`src/rtl/core/wmfs_pkg.sv`:
```
// Shared widths, register indexes and stage types for the wavetable mip frame selector.
// No dependencies; every other file of the block imports this package.
package wmfs_pkg;

   localparam int FRAME_SIZE_DEF = 2048;
   localparam int MAX_FRAMES_DEF = 256;

   // Field widths fixed by the interface.
   localparam int POS_W      = 18;
   localparam int FREQ_W     = 24;
   localparam int RATE_W     = 19;
   localparam int NFRAMES_W  = 9;
   localparam int LVL_W      = 4;
   localparam int FRAME_W    = 8;
   localparam int FRAC_W     = 16;
   localparam int ROW_W      = 23;
   localparam int CSR_IDX_W  = 1;
   localparam int CSR_DATA_W = RATE_W;

   // Internal widths.
   localparam int QPOS_W    = FRAC_W + 1;          // clamped position 0..1.0
   localparam int SCALED_W  = QPOS_W + NFRAMES_W;  // position times last frame
   localparam int FREQ40_W  = FREQ_W + 6;          // note_freq * 40
   localparam int LIMIT_W   = RATE_W + 13;         // sample_rate * 19 * 256

   localparam logic [QPOS_W-1:0] ONE_Q16       = QPOS_W'(65536);
   localparam logic [FREQ_W-1:0] LOW_NOTE_FREQ = FREQ_W'(256);

   localparam logic [RATE_W-1:0]    SAMPLE_RATE_RST = RATE_W'(48000);
   localparam logic [NFRAMES_W-1:0] NUM_FRAMES_RST  = '0;

   localparam logic [CSR_IDX_W-1:0] CSR_SAMPLE_RATE = 1'b0;
   localparam logic [CSR_IDX_W-1:0] CSR_NUM_FRAMES  = 1'b1;

   // Frame indexes carry the full num_frames range; outputs keep the low bits.
   typedef struct packed {
      logic [NFRAMES_W-1:0] frame_lo;
      logic [NFRAMES_W-1:0] frame_hi;
      logic [FRAC_W-1:0]    frame_frac;
   } frame_type;

   typedef struct packed {
      logic             valid_res;
      logic [LVL_W-1:0] mip_level;
      frame_type        frame;
   } mid_type;

   typedef struct packed {
      logic [ROW_W-1:0] row_lo;
      logic [ROW_W-1:0] row_hi;
   } row_type;

endpackage

```
`src/rtl/core/wmfs_level_sel.sv`:
```
// Band-limit level selection: compares harmonic count times frequency against the
// Nyquist margin for each finer level at once, takes the first to pass. Uses wmfs_pkg.
module wmfs_level_sel
   import wmfs_pkg::*;
#(
   parameter int FRAME_SIZE = FRAME_SIZE_DEF
) (
   input  logic [FREQ_W-1:0] note_freq,
   input  logic [RATE_W-1:0] sample_rate,
   output logic [LVL_W-1:0]  mip_level
);

   localparam int HALF   = FRAME_SIZE / 2;
   localparam int HALF_W = $clog2(HALF + 1);
   localparam int LEVELS = HALF_W;
   localparam int LAST   = LEVELS - 1;
   localparam int CMP_W  = FREQ40_W + HALF_W;

   logic [FREQ40_W-1:0] freq40;
   logic [LIMIT_W-1:0]  limit;
   logic [LAST-1:0]     pass;

   // 40 = 32 + 8 and 19 * 256 = 4096 + 512 + 256.
   assign freq40 = (FREQ40_W'(note_freq) << 5) + (FREQ40_W'(note_freq) << 3);
   assign limit  = (LIMIT_W'(sample_rate) << 12) + (LIMIT_W'(sample_rate) << 9)
                 + (LIMIT_W'(sample_rate) << 8);

   always_comb begin
      for (int k = 0; k < LAST; k++) begin
         pass[k] = (CMP_W'(freq40) * CMP_W'(HALF >> k)) <= CMP_W'(limit);
      end
   end

   // The last level is taken when no finer level passes; low notes take level 0.
   always_comb begin
      mip_level = LVL_W'(LAST);
      for (int k = LAST - 1; k >= 0; k--) begin
         if (pass[k]) begin
            mip_level = LVL_W'(k);
         end
      end
      if (note_freq <= LOW_NOTE_FREQ) begin
         mip_level = '0;
      end
   end

endmodule

```
`src/rtl/core/wmfs_frame_map.sv`:
```
// Morph position to frame pair: clamps the position to 0..1, scales it by the last
// frame index and splits it into frames and blend fraction. Uses wmfs_pkg.
module wmfs_frame_map
   import wmfs_pkg::*;
#(
   parameter int MAX_FRAMES = MAX_FRAMES_DEF
) (
   input  logic signed [POS_W-1:0] frame_pos,
   input  logic [NFRAMES_W-1:0]    num_frames,
   output frame_type               frame
);

   // Above this count the table limit applies; a 9-bit count never exceeds 511.
   localparam int NF_CAP = (MAX_FRAMES < 511) ? MAX_FRAMES : 511;

   logic [NFRAMES_W-1:0] nf_eff;
   logic [NFRAMES_W-1:0] last_frame;
   logic [QPOS_W-1:0]    pos_q;
   logic [SCALED_W-1:0]  scaled;
   logic [NFRAMES_W-1:0] f0;

   always_comb begin
      if (num_frames > NFRAMES_W'(NF_CAP)) begin
         nf_eff = NFRAMES_W'(NF_CAP);
      end else begin
         nf_eff = num_frames;
      end
   end

   assign last_frame = nf_eff - NFRAMES_W'(1);

   always_comb begin
      if (frame_pos[POS_W-1]) begin
         pos_q = '0;
      end else if (frame_pos[QPOS_W-1:0] > ONE_Q16) begin
         pos_q = ONE_Q16;
      end else begin
         pos_q = frame_pos[QPOS_W-1:0];
      end
   end

   assign scaled = SCALED_W'(pos_q) * SCALED_W'(last_frame);
   // The position never exceeds 1.0, so the integer part stays within the last frame.
   assign f0     = scaled[FRAC_W +: NFRAMES_W];

   always_comb begin
      frame.frame_lo   = f0;
      frame.frame_frac = scaled[FRAC_W-1:0];
      if (f0 < last_frame) begin
         frame.frame_hi = f0 + NFRAMES_W'(1);
      end else begin
         frame.frame_hi = last_frame;
      end
   end

endmodule

```
`src/rtl/core/wmfs_row_addr.sv`:
```
// Row start offsets in the table store for the chosen level and both frames.
// Uses wmfs_pkg; offsets wrap at the row address width.
module wmfs_row_addr
   import wmfs_pkg::*;
#(
   parameter int FRAME_SIZE = FRAME_SIZE_DEF,
   parameter int MAX_FRAMES = MAX_FRAMES_DEF
) (
   input  mid_type mid,
   output row_type rows
);

   logic [ROW_W-1:0] stride;

   assign stride      = ROW_W'(mid.mip_level) * ROW_W'(MAX_FRAMES);
   assign rows.row_lo = (stride + ROW_W'(mid.frame.frame_lo)) * ROW_W'(FRAME_SIZE);
   assign rows.row_hi = (stride + ROW_W'(mid.frame.frame_hi)) * ROW_W'(FRAME_SIZE);

endmodule

```
`src/rtl/core/wavetable_mip_frame_selector.sv`:
```
// A request is held in the request register and then in the response register.
// Throughput: one request per cycle; a stalled response holds the request register only
// once both the request register and the response register are full.
// Reset (synchronous, active high) empties both registers and loads sample_rate = 48000
// and num_frames = 0. Uses wmfs_pkg, wmfs_level_sel, wmfs_frame_map and wmfs_row_addr.
module wavetable_mip_frame_selector
   import wmfs_pkg::*;
#(
   parameter int FRAME_SIZE = FRAME_SIZE_DEF,
   parameter int MAX_FRAMES = MAX_FRAMES_DEF
) (
   input  logic                    clock,
   input  logic                    reset,

   input  logic                    csr_write_en,
   input  logic [CSR_IDX_W-1:0]    csr_index,
   input  logic [CSR_DATA_W-1:0]   csr_wdata,

   input  logic                    req_valid,
   output logic                    req_ready,
   input  logic signed [POS_W-1:0] req_frame_pos,
   input  logic [FREQ_W-1:0]       req_note_freq,

   output logic                    rsp_valid,
   input  logic                    rsp_ready,
   output logic                    rsp_valid_res,
   output logic [LVL_W-1:0]        rsp_mip_level,
   output logic [FRAME_W-1:0]      rsp_frame_lo,
   output logic [FRAME_W-1:0]      rsp_frame_hi,
   output logic [FRAC_W-1:0]       rsp_frame_frac,
   output logic [ROW_W-1:0]        rsp_row_lo_start,
   output logic [ROW_W-1:0]        rsp_row_hi_start
);

   logic [RATE_W-1:0]    sample_rate_ff;
   logic [NFRAMES_W-1:0] num_frames_ff;

   logic                    s1_valid_ff;
   logic signed [POS_W-1:0] s1_pos_ff;
   logic [FREQ_W-1:0]       s1_freq_ff;

   mid_type mid_sel;

   logic               out_valid_ff;
   logic               out_valid_res_ff;
   logic [LVL_W-1:0]   out_level_ff;
   logic [FRAME_W-1:0] out_lo_ff;
   logic [FRAME_W-1:0] out_hi_ff;
   logic [FRAC_W-1:0]  out_frac_ff;
   logic [ROW_W-1:0]   out_row_lo_ff;
   logic [ROW_W-1:0]   out_row_hi_ff;

   logic       out_ready;
   logic       s1_ready;
   logic [LVL_W-1:0] level;
   frame_type  frame;
   row_type    rows;

   // Configuration registers.
   always_ff @(posedge clock) begin
      if (reset) begin
         sample_rate_ff <= SAMPLE_RATE_RST;
         num_frames_ff  <= NUM_FRAMES_RST;
      end else if (csr_write_en) begin
         unique case (csr_index)
            CSR_SAMPLE_RATE: sample_rate_ff <= csr_wdata;
            CSR_NUM_FRAMES:  num_frames_ff  <= csr_wdata[NFRAMES_W-1:0];
            default: begin
            end
         endcase
      end
   end

   // Each stage moves on when it is empty or the next one can take its request.
   assign out_ready = !out_valid_ff || rsp_ready;
   assign s1_ready  = !s1_valid_ff || out_ready;
   assign req_ready = s1_ready;

   // Stage 1: request register.
   always_ff @(posedge clock) begin
      if (reset) begin
         s1_valid_ff <= 1'b0;
      end else if (s1_ready) begin
         s1_valid_ff <= req_valid;
      end
   end

   always_ff @(posedge clock) begin
      if (s1_ready && req_valid) begin
         s1_pos_ff  <= req_frame_pos;
         s1_freq_ff <= req_note_freq;
      end
   end

   wmfs_level_sel #(
      .FRAME_SIZE (FRAME_SIZE)
   ) u_level_sel (
      .note_freq   (s1_freq_ff),
      .sample_rate (sample_rate_ff),
      .mip_level   (level)
   );

   wmfs_frame_map #(
      .MAX_FRAMES (MAX_FRAMES)
   ) u_frame_map (
      .frame_pos  (s1_pos_ff),
      .num_frames (num_frames_ff),
      .frame      (frame)
   );

   // Without a table every field of the response is zero.
   always_comb begin
      if (num_frames_ff == '0) begin
         mid_sel = '0;
      end else begin
         mid_sel.valid_res = 1'b1;
         mid_sel.mip_level = level;
         mid_sel.frame     = frame;
      end
   end

   wmfs_row_addr #(
      .FRAME_SIZE (FRAME_SIZE),
      .MAX_FRAMES (MAX_FRAMES)
   ) u_row_addr (
      .mid  (mid_sel),
      .rows (rows)
   );

   // Stage 2: response register.
   always_ff @(posedge clock) begin
      if (reset) begin
         out_valid_ff <= 1'b0;
      end else if (out_ready) begin
         out_valid_ff <= s1_valid_ff;
      end
   end

   always_ff @(posedge clock) begin
      if (out_ready && s1_valid_ff) begin
         out_valid_res_ff <= mid_sel.valid_res;
         out_level_ff     <= mid_sel.mip_level;
         out_lo_ff        <= mid_sel.frame.frame_lo[FRAME_W-1:0];
         out_hi_ff        <= mid_sel.frame.frame_hi[FRAME_W-1:0];
         out_frac_ff      <= mid_sel.frame.frame_frac;
         out_row_lo_ff    <= rows.row_lo;
         out_row_hi_ff    <= rows.row_hi;
      end
   end

   assign rsp_valid        = out_valid_ff;
   assign rsp_valid_res    = out_valid_res_ff;
   assign rsp_mip_level    = out_level_ff;
   assign rsp_frame_lo     = out_lo_ff;
   assign rsp_frame_hi     = out_hi_ff;
   assign rsp_frame_frac   = out_frac_ff;
   assign rsp_row_lo_start = out_row_lo_ff;
   assign rsp_row_hi_start = out_row_hi_ff;

   // A request held in stage 1 must not vanish while the response register is blocked.
   a_s1_hold: assert property (@(posedge clock) disable iff (reset)
      (s1_valid_ff && !out_ready) |=> s1_valid_ff)
      else $error("stage 1 request dropped while the response register was blocked");

   // The upper frame is the lower frame or the one after it.
   a_frame_pair: assert property (@(posedge clock) disable iff (reset)
      (s1_valid_ff && mid_sel.valid_res) |->
      (mid_sel.frame.frame_hi == mid_sel.frame.frame_lo ||
       mid_sel.frame.frame_hi == mid_sel.frame.frame_lo + NFRAMES_W'(1)))
      else $error("upper frame is not adjacent to the lower frame");

   // A response without a table carries only zeros.
   a_empty_cursor: assert property (@(posedge clock) disable iff (reset)
      (rsp_valid && !rsp_valid_res) |->
      (rsp_mip_level == '0 && rsp_frame_lo == '0 && rsp_frame_hi == '0 &&
       rsp_frame_frac == '0 && rsp_row_lo_start == '0 && rsp_row_hi_start == '0))
      else $error("response without a table has nonzero fields");

   // The level never goes past the coarsest one.
   a_level_range: assert property (@(posedge clock) disable iff (reset)
      s1_valid_ff |-> (mid_sel.mip_level <= LVL_W'($clog2(FRAME_SIZE / 2 + 1) - 1)))
      else $error("mip level beyond the last level");

endmodule

```
`config.mk`:
```
export PLATFORM = sky130hd
export DESIGN_NAME = wavetable_mip_frame_selector
export DESIGN_NICKNAME = d
export VERILOG_FILES = /design/src/rtl/core/wmfs_pkg.sv /design/src/rtl/core/wmfs_level_sel.sv /design/src/rtl/core/wmfs_frame_map.sv /design/src/rtl/core/wmfs_row_addr.sv /design/src/rtl/core/wavetable_mip_frame_selector.sv
export SDC_FILE = /design/constraint.sdc
export NUM_CORES = 1
export LEC_CHECK = 0
export BUFFER_PORTS_ARGS = -buffer_cell sky130_fd_sc_hd__buf_2
export CORE_MARGIN = 5
export CORE_UTILIZATION = 55
export CTS_BUF_LIST = sky130_fd_sc_hd__clkbuf_8
export DETAILED_ROUTE_END_ITERATION = 8
export PLACE_DENSITY = 0.75
export SYNTH_ARGS = -nofsm -noshare
export SYNTH_HDL_FRONTEND = slang
export SYNTH_SLANG_ARGS = --single-unit
```
`constraint.sdc`:
```
create_clock -name clock -period 26.2 [get_ports clock]
set_input_delay 1.31 -clock clock [delete_from_list [all_inputs] [get_ports clock]]
set_output_delay 1.31 -clock clock [all_outputs]
set_load 0.05 [all_outputs]
```
==> impl_metrics.py <==
metrics = {
    "synth": {
        "syn_area_um2": 17600,
        "synth_edf_count": 87,
        "ys_async_sr_fraction": 0,
        "synth_ff_type": "edfxtp_1",
        "synthDistinctLibCells": 94,
        "yosys_warnings": 0,
        "ys_seq_area_frac": 0.182,
        "synth_seq_cells": 117,
        "synthCells": 1986,
        "syn_area_per_cell_um2": 8.89,
    },
    "clock_tree": {
        "clk_path_buf_depth": 2,
        "cts.repair.resized": 0,
        "cts_hold_buf": 0,
        "clockRootBuffer": "clkbuf_8",
        "cts_setup_buffers": 0,
        "cts_tree": "built",
        "cts_buffers": 17,
        "cts_sinks": 117,
        "cts_max_level": 4,
        "path_clk_slew_ps": 90,
        "clkLatencyLatePin_ps": 480,
    },
    "sta": {
        "fin_crit_ps": 10160,
        "worst_slew_pin_slew_ps": 1190,
        "hold_violations": 0,
        "period_share": 0.388,
        "finalClockSkew_ps": 16.4,
        "drv_slew": 0,
        "timing.final.setup_violations": 0,
        "fmax_mhz": 98.4,
        "setup_tns_ps": 0,
        "setup_ws_ps": 16040,
        "slew-limit-headroom": 0.205,
        "rsz0062_at_grt": "false",
    },
    "run_status": {
        "status": "finished clean",
    },
    "hold_path": {
        "worstHoldPathType": "reg2reg",
        "hold_depth": 2,
    },
    "floorplan": {
        "die_w_um": 189,
        "start_util": 0.558,
        "die_h_um": 189,
        "io_pins": 152,
        "core_area_um2": 31600,
        "rows": 65,
        "dieArea_um2": 35800,
    },
    "detailed_routing": {
        "drc_errors": 0,
        "vias_per_cell": 6.05,
        "detail-route-antenna-nets": 0,
        "drt_pass1_iterations": 5,
        "drt_wl_total_um": 48500,
        "vias": 15353,
        "first_iter_violations": 1057,
        "wire_per_inst_um": 19.1,
    },
    "critical_path": {
        "crit_path_end_kind": "flop",
        "crit_slowest_cell": "fa_1",
        "startpoint_type": "flop",
        "r2r.worst_path.cells": 32,
        "worstSetupPathType": "reg2reg",
        "max_stage_delay_ps": 560,
        "cp_max_fo": 18,
        "crit_arrival_ps": 10440,
        "crit_required_ps": 26480,
    },
    "finish": {
        "layout_common_cells": "ha_1 (328), nand2_1 (192), inv_1 (182)",
        "syn2layout_area_growth_pct": 8.50,
        "final_layout_size_suffix_gt1_frac": 0.119,
        "fin_nets": 2638,
        "antenna_cells": 0,
        "design_area_um2": 19100,
        "mostFrequentLayoutCell": "ha_1",
        "fin_cells": 2536,
    },
    "placed_design": {
        "hpwl_um": 39000,
        "portBuffers": 129,
        "gp_congestion": 0.940,
        "dpl_worst_slack_ps": 16150,
        "post_dp_cell_area_um2": 18800,
        "dp.cells": 2504,
    },
    "flow_run": {
        "drv_cap": 0,
    },
    "global_route": {
        "grt_pass1_vias": 15322,
        "grt.total_usage": 0.272,
        "grt_max_degree": 46,
        "antenna_found_initial": 0,
        "grt_pass1_wl_um": 78900,
        "grt_overflow_total": 0,
    },
    "power": {
        "leakagePower_nw": 9.02,
        "totalPowerFinal_mw": 1.40,
        "p_per_area_nw_per_um2": 73.0,
        "max-vdd-ir-drop_mv": 0.0465,
    },
}
## worst max-delay path: cells and delay by family, from the launching register on
kind | cells | cell delay, ps
AOI/OAI and AO/OA | 11 | 3110
buffers and inverters | 5 | 1190
xor gates and xnor gates | 1 | 220
DFF | 1 | 400
and+or+nand+nor | 7 | 1510
adders and majority gates | 8 | 3510
## stage by stage
| step | hold slack (ps) | utilization |
|---|---|---|
| after detailed placement | 500 | 0.593 |
| after global routing | 536 | 0.605 |
| final | 503 | 0.605 |
| after floorplan | 458 | - |
| after global placement | 482 | 0.593 |
| after CTS | 512 | 0.605 |
## layout make-up
type,instances,area [µm²]
fillers,2693,12500
well taps,402,503
multi-input cells,1630,13400
inverters,184,691
clock inverters,15,155
flip-flops and latches,117,3210
clock buffers,17,234
repair buffers,171,961
## flip-flops by register name, summed over array words and instances (netlist names)
register	cells
num_frames_ff	9
rsp_frame_frac	16
rsp_frame_hi	7
rsp_frame_lo	7
rsp_mip_level	4
rsp_row_hi_start	5
rsp_row_lo_start	5
rsp_valid	1
rsp_valid_res	1
s1_freq_ff	24
s1_pos_ff	18
s1_valid_ff	1
sample_rate_ff	19
## final timing paths
kind | start | slack (ps) | to
hold / removal | num_frames_ff[5] | 500 | num_frames_ff[5]
setup reg to reg | num_frames_ff[0] | 16040 | rsp_row_hi_start[22]
setup / recovery | num_frames_ff[0] | 16040 | rsp_row_hi_start[22]
hold reg to reg | num_frames_ff[5] | 500 | num_frames_ff[5]
## per-layer routing
| layer | share of wire | track usage | wire, µm |
|---|---|---|---|
| met1 | 0.42 | 0.345 | 20400 |
| met2 | 0.48 | 0.462 | 23100 |
| met3 | 0.059 | 0.0404 | 2870 |
| met4 | 0.042 | 0.118 | 2020 |
| met5 | 0 | 0 | 0 |
## synthesized netlist by cell type (6+ instances only)
master | count | area (µm²)
a2111oi_0 | 8 | 70.1
a211o_1 | 6 | 52.6
a211oi_1 | 33 | 248
a21o_1 | 41 | 308
a21oi_1 | 149 | 746
a31o_2 | 7 | 61.3
a31oi_1 | 8 | 50.1
and2_1 | 23 | 144
and3_1 | 11 | 68.8
and4_1 | 13 | 114
buf_4 | 39 | 293
clkbuf_1 | 29 | 109
dfxtp_1 | 30 | 601
edfxtp_1 | 87 | 2610
fa_1 | 122 | 2440
ha_1 | 328 | 4100
inv_1 | 182 | 683
nand2_1 | 192 | 721
nand2b_1 | 24 | 150
nand3_1 | 65 | 325
nand3b_1 | 11 | 82.6
nand4_1 | 41 | 257
nor2_1 | 159 | 597
nor2b_1 | 19 | 119
nor3_1 | 23 | 115
nor4_1 | 23 | 144
o211a_1 | 6 | 60.1
o211ai_1 | 21 | 158
o21a_1 | 22 | 165
o21ai_0 | 73 | 365
o31ai_1 | 6 | 45.0
or2_2 | 15 | 93.8
xnor2_1 | 39 | 342
xor2_1 | 22 | 193
## cell families after synthesis
logic type | Yosys count | synth area share
AND/OR/NAND/NOR | 645 | 0.179
multiplexers | 3 | 0.00170
other | 1 | 0.000212
adder cells (fa/ha/maj) | 450 | 0.371
XOR/XNOR | 62 | 0.0312
flip-flops | 117 | 0.182
buffers and inverters | 260 | 0.0647
AO/OA/AOI/OAI | 448 | 0.170
## power by group
part / internal (mW) / leakage [nW] / switching (mW)
Sequential: 0.230 / 1.08 / 0.0154
Combinational: 0.369 / 7.74 / 0.617
Clock: 0.0710 / 0.195 / 0.0954
Total: 0.670 / 9.02 / 0.727
No activity file was read; power rests on OpenSTA's default activity.
